===== src/sv/tlvd_pkg.sv =====
package tlvd_pkg;

  typedef enum logic [1:0] {
    PH_HEADER  = 2'd0,
    PH_VALUE   = 2'd1,
    PH_DISCARD = 2'd2
  } phase_e;

  localparam logic [1:0] EV_HDR_BYTE = 2'd0;
  localparam logic [1:0] EV_HDR_DONE = 2'd1;
  localparam logic [1:0] EV_VALUE    = 2'd2;
  localparam logic [1:0] EV_ERROR    = 2'd3;

  localparam logic [1:0] CFG_TYPE_SIZE   = 2'd0;
  localparam logic [1:0] CFG_LENGTH_SIZE = 2'd1;
  localparam logic [1:0] CFG_LENGTH_INCL = 2'd2;
  localparam logic [1:0] CFG_BIG_ENDIAN  = 2'd3;

  localparam logic [1:0] SIZE_CODE_ONE = 2'd0;
  localparam logic [1:0] SIZE_CODE_TWO = 2'd1;

  typedef struct packed {
    logic [7:0]  data_byte;
    logic [31:0] bytes_remaining;
  } in_beat_t;

  typedef struct packed {
    logic [1:0]         event_res;
    logic signed [31:0] record_type;
    logic [31:0]        value_length;
    logic [7:0]         value_byte;
    logic               last_value_byte;
  } out_beat_t;

  // field width in bytes, code three counts as four
  function automatic logic [3:0] size_of_code(input logic [1:0] code);
    logic [3:0] size;
    unique case (code)
      SIZE_CODE_ONE: size = 4'd1;
      SIZE_CODE_TWO: size = 4'd2;
      default:       size = 4'd4;
    endcase
    return size;
  endfunction

  function automatic logic [31:0] put_byte(input logic [31:0] acc, input logic [7:0] b,
                                           input logic [1:0] pos, input logic big_endian);
    logic [31:0] res;
    if (big_endian) begin
      res = {acc[23:0], b};
    end else begin
      res = acc | ({24'd0, b} << {pos, 3'b000});
    end
    return res;
  endfunction

endpackage


===== src/sv/tlvd_stream_if.sv =====
interface tlvd_stream_if #(
  parameter type payload_t = logic
);
  logic     valid;
  logic     ready;
  payload_t payload;

  modport source (output valid, output payload, input ready);
  modport sink (input valid, input payload, output ready);
endinterface


===== src/sv/tlv_record_deframer_top.sv =====
// a result is registered and appears on out_o the cycle after its beat is accepted
// throughput: one input beat per cycle while out_o is ready; in_i stalls only
//   while a held result is not taken
// reset: asynchronous active low; clears phase, counters, accumulators and the
//   output valid, and sets the registers to one-byte fields, exclusive, big endian
module tlv_record_deframer_top (
  input  logic                clk_i,
  input  logic                rst_ni,
  input  logic                cfg_we_i,
  input  logic [1:0]          cfg_index_i,
  input  logic [1:0]          cfg_wdata_i,
  tlvd_stream_if.sink         in_i,
  tlvd_stream_if.source       out_o
);

  logic [1:0] type_size_q, length_size_q;
  logic       length_incl_q, big_endian_q;

  tlvd_pkg::phase_e phase_q, phase_d;
  logic [2:0]  hcnt_q, hcnt_d;
  logic [31:0] type_acc_q, type_acc_d;
  logic [31:0] len_acc_q, len_acc_d;
  logic [31:0] vleft_q, vleft_d;

  logic                out_valid_q;
  tlvd_pkg::out_beat_t out_q, res;
  logic                res_valid;
  logic                accept;

  logic [7:0]  b;
  logic [31:0] rem;
  logic [3:0]  tsize, lsize, hsize;
  logic [3:0]  len_pos;
  logic [1:0]  pos;
  logic        in_type, short_hdr, hdr_final, too_small, too_long, bad, rem_gt1;
  logic [31:0] type_nxt, len_nxt, t_ext, len_adj;

  assign accept      = in_i.valid && in_i.ready;
  assign in_i.ready  = !out_valid_q || out_o.ready;
  assign out_o.valid = out_valid_q;
  assign out_o.payload = out_q;

  assign b   = in_i.payload.data_byte;
  assign rem = in_i.payload.bytes_remaining;

  always_ff @(posedge clk_i or negedge rst_ni) begin
    if (!rst_ni) begin
      type_size_q   <= 2'd0;
      length_size_q <= 2'd0;
      length_incl_q <= 1'b0;
      big_endian_q  <= 1'b1;
    end else if (cfg_we_i) begin
      unique case (cfg_index_i)
        tlvd_pkg::CFG_TYPE_SIZE:   type_size_q   <= cfg_wdata_i;
        tlvd_pkg::CFG_LENGTH_SIZE: length_size_q <= cfg_wdata_i;
        tlvd_pkg::CFG_LENGTH_INCL: length_incl_q <= cfg_wdata_i[0];
        tlvd_pkg::CFG_BIG_ENDIAN:  big_endian_q  <= cfg_wdata_i[0];
        default: ;
      endcase
    end
  end

  // header decode for the current beat
  always_comb begin
    tsize   = tlvd_pkg::size_of_code(type_size_q);
    lsize   = tlvd_pkg::size_of_code(length_size_q);
    hsize   = tsize + lsize;
    in_type = {1'b0, hcnt_q} < tsize;
    len_pos = {1'b0, hcnt_q} - tsize;
    pos     = in_type ? hcnt_q[1:0] : len_pos[1:0];
    type_nxt = in_type ? tlvd_pkg::put_byte(type_acc_q, b, pos, big_endian_q) : type_acc_q;
    len_nxt  = in_type ? len_acc_q : tlvd_pkg::put_byte(len_acc_q, b, pos, big_endian_q);
    short_hdr = (hcnt_q == 3'd0) && (rem < {28'd0, hsize});
    hdr_final = ({1'b0, hcnt_q} + 4'd1) >= hsize;
    rem_gt1   = rem > 32'd1;
    t_ext = type_nxt;
    if (tsize == 4'd1 && type_nxt[7]) t_ext = type_nxt | 32'hFFFF_FF00;
    if (tsize == 4'd2 && type_nxt[15]) t_ext = type_nxt | 32'hFFFF_0000;
    too_small = len_nxt < {28'd0, hsize};
    len_adj   = length_incl_q ? (len_nxt - {28'd0, hsize}) : len_nxt;
    // zero remaining wraps in the model and never counts as too long
    too_long  = (rem != 32'd0) && ((rem - 32'd1) < len_adj);
    bad       = (length_incl_q && too_small) || too_long;
  end

  // next state
  always_comb begin
    phase_d    = phase_q;
    hcnt_d     = hcnt_q;
    type_acc_d = type_acc_q;
    len_acc_d  = len_acc_q;
    vleft_d    = vleft_q;
    if (accept) begin
      unique case (phase_q)
        tlvd_pkg::PH_DISCARD: begin
          if (!rem_gt1) begin
            phase_d    = tlvd_pkg::PH_HEADER;
            hcnt_d     = 3'd0;
            type_acc_d = 32'd0;
            len_acc_d  = 32'd0;
          end
        end
        tlvd_pkg::PH_VALUE: begin
          if (vleft_q <= 32'd1) begin
            vleft_d    = 32'd0;
            phase_d    = tlvd_pkg::PH_HEADER;
            hcnt_d     = 3'd0;
            type_acc_d = 32'd0;
            len_acc_d  = 32'd0;
          end else begin
            vleft_d = vleft_q - 32'd1;
          end
        end
        default: begin
          if (short_hdr || (hdr_final && bad)) begin
            phase_d    = rem_gt1 ? tlvd_pkg::PH_DISCARD : tlvd_pkg::PH_HEADER;
            hcnt_d     = 3'd0;
            type_acc_d = 32'd0;
            len_acc_d  = 32'd0;
            vleft_d    = 32'd0;
          end else if (!hdr_final) begin
            hcnt_d     = hcnt_q + 3'd1;
            type_acc_d = type_nxt;
            len_acc_d  = len_nxt;
          end else begin
            phase_d    = (len_adj != 32'd0) ? tlvd_pkg::PH_VALUE : tlvd_pkg::PH_HEADER;
            hcnt_d     = 3'd0;
            type_acc_d = 32'd0;
            len_acc_d  = 32'd0;
            vleft_d    = len_adj;
          end
        end
      endcase
    end
  end

  // result of the current beat
  always_comb begin
    res       = '0;
    res_valid = 1'b1;
    unique case (phase_q)
      tlvd_pkg::PH_DISCARD: res_valid = 1'b0;
      tlvd_pkg::PH_VALUE: begin
        res.event_res       = tlvd_pkg::EV_VALUE;
        res.value_byte      = b;
        res.last_value_byte = vleft_q <= 32'd1;
      end
      default: begin
        if (short_hdr || (hdr_final && bad)) begin
          res.event_res = tlvd_pkg::EV_ERROR;
        end else if (hdr_final) begin
          res.event_res    = tlvd_pkg::EV_HDR_DONE;
          res.record_type  = t_ext;
          res.value_length = len_adj;
        end else begin
          res.event_res = tlvd_pkg::EV_HDR_BYTE;
        end
      end
    endcase
  end

  always_ff @(posedge clk_i or negedge rst_ni) begin
    if (!rst_ni) begin
      phase_q     <= tlvd_pkg::PH_HEADER;
      hcnt_q      <= 3'd0;
      type_acc_q  <= 32'd0;
      len_acc_q   <= 32'd0;
      vleft_q     <= 32'd0;
      out_valid_q <= 1'b0;
    end else begin
      phase_q    <= phase_d;
      hcnt_q     <= hcnt_d;
      type_acc_q <= type_acc_d;
      len_acc_q  <= len_acc_d;
      vleft_q    <= vleft_d;
      if (accept) begin
        out_valid_q <= res_valid;
      end else if (out_o.ready) begin
        out_valid_q <= 1'b0;
      end
    end
  end

  always_ff @(posedge clk_i) begin
    if (accept && res_valid) begin
      out_q <= res;
    end
  end

endmodule


===== src/flat_wrapper.sv =====
// flat-port wrapper written by rule: the top's interface ports become plain ports
module tlv_record_deframer_top_flat 
  (clk_i, rst_ni, cfg_we_i, cfg_index_i, cfg_wdata_i, in_i_valid, in_i_payload, in_i_ready, out_o_valid, out_o_payload, out_o_ready);
  tlvd_stream_if #(.payload_t(tlvd_pkg::in_beat_t)) in_i_i ();
  tlvd_stream_if #(.payload_t(tlvd_pkg::out_beat_t)) out_o_i ();
  input  logic clk_i;
  input  logic rst_ni;
  input  logic cfg_we_i;
  input  logic [1:0] cfg_index_i;
  input  logic [1:0] cfg_wdata_i;
  input wire logic [$bits(in_i_i.valid)-1:0] in_i_valid;
  input wire logic [$bits(in_i_i.payload)-1:0] in_i_payload;
  output wire logic [$bits(in_i_i.ready)-1:0] in_i_ready;
  output wire logic [$bits(out_o_i.valid)-1:0] out_o_valid;
  output wire logic [$bits(out_o_i.payload)-1:0] out_o_payload;
  input wire logic [$bits(out_o_i.ready)-1:0] out_o_ready;
  assign in_i_i.valid = in_i_valid;
  assign in_i_i.payload = in_i_payload;
  assign in_i_ready = in_i_i.ready;
  assign out_o_valid = out_o_i.valid;
  assign out_o_payload = out_o_i.payload;
  assign out_o_i.ready = out_o_ready;
  tlv_record_deframer_top u_core (.clk_i(clk_i), .rst_ni(rst_ni), .cfg_we_i(cfg_we_i), .cfg_index_i(cfg_index_i), .cfg_wdata_i(cfg_wdata_i), .in_i(in_i_i), .out_o(out_o_i));
endmodule

===== config.mk =====
export PLATFORM = sky130hd
export DESIGN_NAME = tlv_record_deframer_top_flat
export DESIGN_NICKNAME = d
export VERILOG_FILES = /design/src/sv/tlvd_pkg.sv /design/src/sv/tlvd_stream_if.sv /design/src/sv/tlv_record_deframer_top.sv /design/src/flat_wrapper.sv
export SDC_FILE = /design/constraint.sdc
export NUM_CORES = 1
export LEC_CHECK = 0
export BUFFER_PORTS_ARGS = -buffer_cell sky130_fd_sc_hd__buf_2
export CORE_MARGIN = 1.5
export CORE_UTILIZATION = 50
export CTS_BUF_LIST = sky130_fd_sc_hd__clkbuf_2 sky130_fd_sc_hd__clkbuf_4 sky130_fd_sc_hd__clkbuf_8
export DETAILED_ROUTE_END_ITERATION = 7
export GPL_ROUTABILITY_DRIVEN = 0
export GPL_TIMING_DRIVEN = 0
export PLACE_DENSITY = 0.7
export SYNTH_ARGS = -nofsm -noshare
export SYNTH_HDL_FRONTEND = slang
export SYNTH_SLANG_ARGS = --single-unit

===== constraint.sdc =====
create_clock -name clk_i -period 8.2 [get_ports clk_i]
set_input_delay 0.82 -clock clk_i [delete_from_list [all_inputs] [get_ports clk_i]]
set_output_delay 0.82 -clock clk_i [all_outputs]
set_load 0.02 [all_outputs]

==> results of run 1 <==
-- kinds of logic (layout without fill, tap and decap cells) --
logic type               after synthesis  in the layout
XOR/XNOR                              54             54
AND/OR/NAND/NOR                      417            417
AO/OA/AOI/OAI                        389            389
flip-flops                           183            183
multiplexers                          19             19
buffers and inverters                 91            246
adder cells (fa/ha/maj)               58             58
-- cells in the mapped netlist (all sizes together) (3+ instances only) --
master,count,share of area [%]
o21ai,132,5.9
nor2,123,4.2
nand2,114,3.8
dfrtp,107,24
a21oi,106,4.7
edfxtp,75,20
ha,56,6.2
clkbuf,44,1.5
nor3,30,1.3
o22ai,28,1.6
xor2,28,2.2
nor4,26,1.5
xnor2,26,2.0
inv,24,0.80
buf,23,1.1
nand3,20,1.0
a22o,19,1.5
a21o,17,1.1
nand2b,16,0.91
nand4,16,0.89
o221ai,15,1.2
or3,14,0.82
and2,12,0.67
mux2i,11,0.98
a211oi,8,0.64
and3,8,0.49
mux2,8,0.83
nor2b,8,0.44
or4,8,0.67
a22oi,7,0.47
nor3b,7,0.56
o31ai,7,0.51
a32o,6,0.53
o21a,6,0.40
or2,6,0.33
o21bai,4,0.27
a211o,3,0.23
a31o,3,0.23
a31oi,3,0.17
o211a,3,0.27
o211ai,3,0.29
-- timing repair --
action | 4_1_cts | 5_1_grt
setup endpoints to repair | 0 | 95
resized for setup | 0 | 6
hold buffers | 0 | 0
-- where the power goes --
| group | switching, W | internal, W | leakage, nW |
|---|---|---|---|
| sequential | 0.0000458 | 0.00102 | 2.17 |
| clock | 0.000422 | 0.000246 | 0.213 |
| combinational | 0.000735 | 0.000362 | 2.92 |
| total | 0.00120 | 0.00163 | 5.30 |
-- cells in the final DEF (no fill, tap or decap), types with 6 or more instances in the layout --
cell / count
a211oi_1: 7
a21o_1: 17
a21oi_1: 106
a22o_1: 19
a22oi_1: 7
a32o_1: 6
and2_1: 12
and3_1: 7
buf_2: 133
clkbuf_1: 44
clkbuf_8: 17
dfrtp_1: 107
edfxtp_1: 75
ha_1: 56
inv_1: 24
mux2_2: 7
mux2i_1: 11
nand2_1: 114
nand2b_1: 15
nand3_1: 17
nand4_1: 16
nor2_1: 119
nor2b_1: 8
nor3_1: 29
nor4_1: 24
o21a_1: 6
o21ai_0: 127
o221ai_1: 15
o22ai_1: 28
o31ai_1: 6
or3_1: 13
xnor2_1: 26
xor2_1: 27
-- worst max-delay path by stage --
stage,slack [ps],to
final,670,u_core.out_o.payload[24]$_SDFFCE_PP0P_
after global routing,30,u_core.out_o.payload[19]$_SDFFCE_PP0P_
after CTS,180,u_core.out_o.payload[24]$_SDFFCE_PP0P_
after detailed placement,210,u_core.out_o.payload[26]$_SDFFCE_PP0P_
after global placement,20,u_core.vleft_q[24]$_DFFE_PN0P_
after floorplan,2030,u_core.out_o.payload[12]$_SDFFCE_PP0P_
-- through the flow --
step | utilization (%) | power [W]
floorplan | - | 0.00181
global placement | 55.6 | 0.00212
detailed placement | 56.0 | 0.00214
CTS | 58.1 | 0.00281
global route | 58.2 | 0.00298
finish | 58.2 | 0.00283
-- sequential cells by signal (all words and copies together) (netlist names), 2 cells and up --
signal                flops
u_core.phase_q            2
u_core.vleft_q           32
u_core.length_size_q      2
u_core.hcnt_q             3
u_core.out_o.payload     75
u_core.type_acc_q        32
u_core.type_size_q        2
u_core.len_acc_q         32
-- layout make-up --
class	count	area, sq um
tap	280	350
fill	1966	9180
buffer	67	289
clock inverter	15	208
clock buffer	17	234
timing repair buffer	123	682
multi-input combinational	937	5970
inverter	24	90.1
sequential	183	4960
-- critical path, delay by kind of cell (launching register included) --
family                     cells  cell delay [ps]
AOI/OAI and AO/OA             11             2030
xor gates and xnor gates       1              320
adders and majority gates      3             1100
buffers and inverters          4              920
DFF                            1              410
and+or+nand+nor               12             2460
-- routing by layer --
layer	vias to the layer above	routed length, um
met3	57	3210
met5	-	0
met1	4968	15300
met2	534	14300
li1	4777	-
met4	0	627
==> results.sh, run 1 <==
export IMPL_status="complete, but fails checks"
export IMPL_violations="DRC"
export IMPL_grt_pass1_vias=9497
export IMPL_grt_overflow=0
export IMPL_antenna_cells=0
export IMPL_design_area_sq_um=12800
export IMPL_leakage_nw=5.30
export IMPL_ir_drop_v=0.000111
export IMPL_rows=54
export IMPL_synthAdderAreaFrac_pct=6.57
export IMPL_timing_rr_start="u_core.type_size_q[1]$_DFFE_PN0P_"
export IMPL_stdcell_count=1646
export IMPL_cp_start_kind="flip-flop"
export IMPL_grt_max_degree=92
export IMPL_synthMuxAreaShare_pct=1.81
export IMPL_numCtsBuffers=17
export IMPL_synth_edf_count=75
export IMPL_place_ws_ps=215
export IMPL_clkSlewWorstSetupHoldPaths_ps=120
export IMPL_synth_top_family_by_area="compound AO/OA/AOI/OAI gates"
export IMPL_fmax_ghz=0.133
export IMPL_hold_violations=0
export IMPL_hpwl_mm=24.3
export IMPL_powerDensity_nw_per_um2=222
export IMPL_setup_viol=0
export IMPL_grtUsageMet2_pct=41.7
export IMPL_wl_mm=33.5
export IMPL_wl_per_cell_um=20.3
export IMPL_cp_slowest_cell="dfrtp_1"
export IMPL_max_slew_margin_pct=31.2
export IMPL_start_util_pct=51.3
export IMPL_reg2reg_depth=31
export IMPL_synthArstFlopShare_pct=59.0
export IMPL_cp_startpoint="u_core.type_size_q[1]$_DFFE_PN0P_"
export IMPL_dpl_cell_area_sq_um=12300
export IMPL_cts_sinks=183
export IMPL_timing_rr_end="u_core.out_o.payload[24]$_SDFFCE_PP0P_"
export IMPL_worstPathArrival_ps=7770
export IMPL_r2r_slack_ps=670
export IMPL_layout_nets=1460
export IMPL_vias=10300
export IMPL_fin_crit_sh_pct=91.9
export IMPL_dieArea_sq_um=23400
export IMPL_fp_dieW_um=153
export IMPL_seq_area_frac_synth_pct=44.0
export IMPL_yosys_area_share_simple_pct=18.4
export IMPL_synth_compound_area_share_pct=21.6
export IMPL_drv_cap=0
export IMPL_path_max_fanout=10
export IMPL_netlist_area_sq_um=11300
export IMPL_critPathKind="flip-flop to flip-flop"
export IMPL_cp_required_ps=8440
export IMPL_hold_class="input port to async pin"
export IMPL_synth_xor_xnor_area_share_pct=4.26
export IMPL_area_growth_pct=13.4
export IMPL_clock_latency_ps=510
export IMPL_clock_skew_ps=23.7
export IMPL_synthFlopType="dfrtp_1"
export IMPL_vias_per_cell=6.28
export IMPL_antenna_found_initial=0
export IMPL_grtUsageMet3_pct=5.61
export IMPL_maxSlewViolCount=0
export IMPL_syn_nets=1318
export IMPL_yosysUniqueCellTypes=86
export IMPL_slowest_delay_ps=410
export IMPL_fin_crit_ps=7530
export IMPL_endpoint_kind="flip-flop"
export IMPL_firstDrtPassIters=7
export IMPL_core_sq_um=22000
export IMPL_cts_root_buffer="clkbuf_8"
export IMPL_drt_iter0_drc=1273
export IMPL_ys_warn_count=0
export IMPL_met1_usage_pct=43.4
export IMPL_rsz0062_at_grt="no"
export IMPL_placed_cells=1614
export IMPL_grt_most_used_layer="met1"
export IMPL_fin_tns_setup_ps=0
export IMPL_io_pins=126
export IMPL_worst_slew_pin_slew_ps=1020
export IMPL_cts_tree="built"
export IMPL_io_buffers=120
export IMPL_syn_inst=1211
export IMPL_htreeDepth=4
export IMPL_whs_ps=144
export IMPL_clockBufferDepth=2
export IMPL_ant_nets=0
export IMPL_avgSynthCellArea_sq_um=9.30
export IMPL_drive_gt1_share_pct=15.9
export IMPL_grt_pass1_wl_mm=52.6
export IMPL_layout_setup_ws_ps=666
export IMPL_ys_seq_elements=183
export IMPL_post_cts_setup_buffers=0
export IMPL_track_usage_pct=28.8
export IMPL_die_y_um=153
export IMPL_drc=16
Note: power is estimated with default switching activity, not from simulation.
==> inputs of run 2 (changes only) <==
Settings changed: MAX_ROUTING_LAYER from default to met4.
==> results.sh, run 2 (synthesized netlist as in run 1, its figures left out) <==
export IMPL_status="complete, but fails checks"
export IMPL_violations="DRC"
export IMPL_timing_rr_end="u_core.out_o.payload[24]$_SDFFCE_PP0P_"
export IMPL_grt_overflow=0
export IMPL_placed_cells=1614
export IMPL_grt_pass1_vias=9494
export IMPL_fmax_ghz=0.132
export IMPL_leakage_nw=5.30
export IMPL_antenna_cells=0
export IMPL_fin_crit_ps=7560
export IMPL_maxSlewViolCount=0
export IMPL_largest_register_ffs=75
export IMPL_layout_common_cells="133 x buf_2, 127 x o21ai_0, 119 x nor2_1"
export IMPL_grt_max_degree=92
export IMPL_reg2reg_depth=31
export IMPL_cp_required_ps=8440
export IMPL_grt_pass1_wl_mm=52.5
export IMPL_clockBufferDepth=2
export IMPL_core_sq_um=22000
export IMPL_fp_dieW_um=153
export IMPL_final_common_cell="buf_2"
export IMPL_cp_slowest_cell="dfrtp_1"
export IMPL_setup_viol=0
export IMPL_clock_skew_ps=24.3
export IMPL_die_y_um=153
export IMPL_drive_gt1_share_pct=15.9
export IMPL_drv_cap=0
export IMPL_dieArea_sq_um=23400
export IMPL_fin_crit_sh_pct=92.2
export IMPL_area_growth_pct=13.4
export IMPL_firstDrtPassIters=8
export IMPL_rsz0062_at_grt="no"
export IMPL_timing_rr_start="u_core.type_size_q[1]$_DFFE_PN0P_"
export IMPL_slowest_delay_ps=410
export IMPL_ff_latch_area_sq_um=4960
export IMPL_layout_nets=1460
export IMPL_fillCellCount=1966
export IMPL_clock_latency_ps=510
export IMPL_drc=16
export IMPL_htreeDepth=4
export IMPL_start_util_pct=51.3
export IMPL_stdcell_count=1646
export IMPL_ant_nets=0
export IMPL_post_cts_setup_buffers=0
export IMPL_ir_drop_v=0.000111
export IMPL_worst_slew_pin_slew_ps=1010
export IMPL_cp_start_kind="flip-flop"
export IMPL_antenna_found_initial=0
export IMPL_clkSlewWorstSetupHoldPaths_ps=120
export IMPL_endpoint_kind="flip-flop"
export IMPL_numCtsBuffers=17
export IMPL_cts_sinks=183
export IMPL_vias_per_cell=6.29
export IMPL_cts_tree="built"
export IMPL_io_pins=126
export IMPL_wl_per_cell_um=20.4
export IMPL_rows=54
export IMPL_fin_tns_setup_ps=0
export IMPL_path_max_fanout=10
export IMPL_hold_violations=0
export IMPL_track_usage_pct=29.7
export IMPL_hpwl_mm=24.3
export IMPL_cts_root_buffer="clkbuf_8"
export IMPL_worstPathArrival_ps=7800
export IMPL_multiInputGateArea_sq_um=5970
export IMPL_powerDensity_nw_per_um2=222
export IMPL_vias=10300
export IMPL_max_slew_margin_pct=32.0
export IMPL_io_buffers=120
export IMPL_hold_class="input port to async pin"
export IMPL_drt_iter0_drc=1296
export IMPL_critPathKind="flip-flop to flip-flop"
export IMPL_wl_mm=33.6
export IMPL_r2r_slack_ps=640
-- run 2: cell counts in the layout (fill, tap and decap cells not counted) --
Identical to the previous run, type by type.
-- run 2: critical path, delay by kind of cell, from the launching register on --
kind / cells / cell delay, ps
DFF: 1 / 410
and+or+nand+nor: 12 / 2490
adders and majority gates: 3 / 1100
AOI/OAI and AO/OA: 11 / 2020
xor gates and xnor gates: 1 / 320
buffers and inverters: 4 / 930
-- run 2: worst max path at each step --
stage                                 startpoint                                     end  slack, ps
5_1_grt        u_core.type_size_q[1]$_DFFE_PN0P_  u_core.out_o.payload[19]$_SDFFCE_PP0P_         30
3_5_place_dp   u_core.type_size_q[1]$_DFFE_PN0P_  u_core.out_o.payload[26]$_SDFFCE_PP0P_        210
6_report       u_core.type_size_q[1]$_DFFE_PN0P_  u_core.out_o.payload[24]$_SDFFCE_PP0P_        640
2_1_floorplan  u_core.type_size_q[1]$_DFFE_PN0P_  u_core.out_o.payload[12]$_SDFFCE_PP0P_       2030
3_3_place_gp                         out_o_ready          u_core.vleft_q[24]$_DFFE_PN0P_         20
4_1_cts        u_core.type_size_q[1]$_DFFE_PN0P_  u_core.out_o.payload[24]$_SDFFCE_PP0P_        180
-- run 2: power breakdown --
part / switching [W] / internal [W] / total (W)
Combinational: 0.000739 / 0.000362 / 0.00110
Clock: 0.000427 / 0.000246 / 0.000673
Sequential: 0.0000453 / 0.00102 / 0.00107
Total: 0.00121 / 0.00163 / 0.00284
-- run 2: repair_timing --
action | CTS | global route
hold buffers | 0 | 0
endpoints found under the setup margin | 0 | 95
gates resized for setup | 0 | 6
-- run 2: stage by stage --
| step | total power [W] | util [%] | hold slack (ps) | instance area, sq um | setup slack [ps] |
|---|---|---|---|---|---|
| 5_1_grt | 0.00298 | 58.2 | 140 | 12800 | 33.0 |
| 6_report | 0.00284 | 58.2 | 142 | 12800 | 636 |
| 2_1_floorplan | 0.00181 | - | 449 | 11300 | 2030 |
| 3_3_place_gp | 0.00212 | 55.6 | 461 | 12200 | 16.7 |
| 3_5_place_dp | 0.00214 | 56.0 | 479 | 12300 | 215 |
| 4_1_cts | 0.00281 | 58.1 | 138 | 12700 | 177 |
-- run 2: layout make-up --
type	instances	share of cell area, %
clock buffers	17	1.83
well taps	280	2.74
repair buffers	123	5.34
inverters	24	0.705
plain buffers	67	2.26
flip-flops and latches	183	38.8
multi-input cells	937	46.7
clock inverters	15	1.63
-- run 2: routing by layer --
layer / vias up / wire, um / GRT usage (%)
li1: 4788 / - / -
met1: 4908 / 15300 / 43.2
met2: 583 / 14200 / 41.9
met3: 67 / 3400 / 5.53
met4: 0 / 664 / 8.64
met5: - / 0 / -
==> inputs of run 3 (changes only) <==
Settings changed: CORE_ASPECT_RATIO from default to 1.25.
==> results.sh, run 3 (synthesized netlist as in run 1, its figures left out) <==
export IMPL_drt_iter0_drc=845
export IMPL_largest_register_ffs=75
export IMPL_dpl_cell_area_sq_um=12300
export IMPL_fin_crit_ps=7740
export IMPL_drc=0
export IMPL_wl_met1_mm=13.0
export IMPL_antenna_found_initial=0
export IMPL_worst_slew_pin_slew_ps=1090
export IMPL_hold_class="input port to async pin"
export IMPL_ir_drop_v=0.000124
export IMPL_max_slew_margin_pct=26.5
export IMPL_reg2reg_depth=31
export IMPL_cp_top_family="simple AND/OR/NAND/NOR gates"
export IMPL_grt_pass1_wl_mm=52.5
export IMPL_design_area_sq_um=12800
export IMPL_maxSlewViolCount=0
export IMPL_stdcell_count=1649
export IMPL_die_y_um=171
export IMPL_io_buffers=120
export IMPL_fin_crit_sh_pct=94.4
export IMPL_start_util_pct=50.7
export IMPL_grt_pass1_vias=10000
export IMPL_vias_per_cell=6.21
export IMPL_drv_cap=0
export IMPL_ant_nets=0
export IMPL_powerDensity_nw_per_um2=221
export IMPL_area_growth_pct=13.3
export IMPL_cp_slowest_cell="dfrtp_1"
export IMPL_slowest_delay_ps=410
export IMPL_antenna_cells=0
export IMPL_layout_common_cells="133 x buf_2, 127 x o21ai_0, 119 x nor2_1"
export IMPL_whs_ps=281
export IMPL_clock_skew_ps=20.7
export IMPL_numCtsBuffers=17
export IMPL_path_max_fanout=10
export IMPL_rsz0062_at_grt="no"
export IMPL_status="finished, final reports clean"
export IMPL_core_sq_um=22200
export IMPL_fp_dieW_um=137
export IMPL_vias=10200
export IMPL_io_pins=126
export IMPL_placed_cells=1617
export IMPL_cts_tree="built"
export IMPL_fmax_ghz=0.129
export IMPL_setup_viol=0
export IMPL_rows=61
export IMPL_wl_per_cell_um=20.6
export IMPL_dieArea_sq_um=23400
export IMPL_clock_latency_ps=490
export IMPL_track_usage_pct=30.4
export IMPL_post_cts_setup_buffers=0
export IMPL_layout_nets=1460
export IMPL_grt_max_degree=56
export IMPL_cp_start_kind="flip-flop"
export IMPL_p_comb_share_pct=38.6
export IMPL_top_layer="met4"
export IMPL_sw_frac_of_total_pct=42.1
export IMPL_grt_overflow=0
export IMPL_final_common_cell="buf_2"
export IMPL_cts_root_buffer="clkbuf_8"
export IMPL_fillCellCount=2037
export IMPL_met3_length_mm=2.00
export IMPL_p_clk_share_pct=23.6
export IMPL_clockBufferDepth=2
export IMPL_crit_buf_inv=3
export IMPL_drive_gt1_share_pct=15.8
export IMPL_p_int_w=0.00163
export IMPL_power_frac_seq_pct=37.8
export IMPL_cp_depth=31
export IMPL_worstPathArrival_ps=7960
export IMPL_leakage_nw=5.30
export IMPL_critPathKind="flip-flop to flip-flop"
export IMPL_cp_required_ps=8420
export IMPL_wl_mm=33.9
export IMPL_postCtsHoldBufs=0
export IMPL_hpwl_mm=25.2
export IMPL_hold_violations=0
export IMPL_met2_length_mm=16.7
export IMPL_clkSlewWorstSetupHoldPaths_ps=120
export IMPL_p_switching_w=0.00119
export IMPL_cts_sinks=183
export IMPL_htreeDepth=4
export IMPL_firstDrtPassIters=6
export IMPL_endpoint_kind="flip-flop"
export IMPL_cts_resized=0
[run 3: per-layer routing]
metal	GRT usage, %	vias up
li1	-	4778
met1	33.6	4857
met2	50.4	459
met3	5.04	147
met4	19.7	0
met5	-	-
[run 3: through the flow]
stage	utilization [%]	TNS, ps	setup slack (ps)	total power (W)
finish	57.5	0	463	0.00282
global route	57.5	0	11.7	0.00296
CTS	57.4	0	207	0.00280
detailed placement	55.4	0	274	0.00214
global placement	55.0	-2440	-285	0.00212
floorplan	-	0	2030	0.00181
[run 3: area by class of cell]
type	count	area [sq um]	share of cell area (%)
Multi-Input combinational cell	937	5960	46.7
Sequential cell	183	4960	38.8
Timing Repair Buffer	123	674	5.28
Tap cell	283	354	2.77
Buffer	67	289	2.26
Clock buffer	17	234	1.83
Clock inverter	15	206	1.62
Inverter	24	90.1	0.706
[run 3: path summary, 6_finish.rpt]
path                                                   start                                     end  slack [ps]
max reg2reg                u_core.type_size_q[1]$_DFFE_PN0P_  u_core.out_o.payload[21]$_SDFFCE_PP0P_         460
max in group asynchronous                             rst_ni        u_core.len_acc_q[17]$_DFFE_PN0P_        7240
min                                                   rst_ni           u_core.vleft_q[7]$_DFFE_PN0P_         280
max                        u_core.type_size_q[1]$_DFFE_PN0P_  u_core.out_o.payload[21]$_SDFFCE_PP0P_         460
min reg2reg                 u_core.len_acc_q[30]$_DFFE_PN0P_        u_core.len_acc_q[30]$_DFFE_PN0P_         500
min in group clk_i          u_core.len_acc_q[30]$_DFFE_PN0P_        u_core.len_acc_q[30]$_DFFE_PN0P_         500
[run 3: power by group through the flow]
stage	Clock (W)	Sequential (W)	Combinational, W
after global placement	0	0.00109	0.00103
after detailed placement	0	0.00108	0.00106
after CTS	0.000669	0.00106	0.00107
after floorplan	0	0.00111	0.000701
after global routing	0.000701	0.00107	0.00119
final	0.000664	0.00107	0.00109
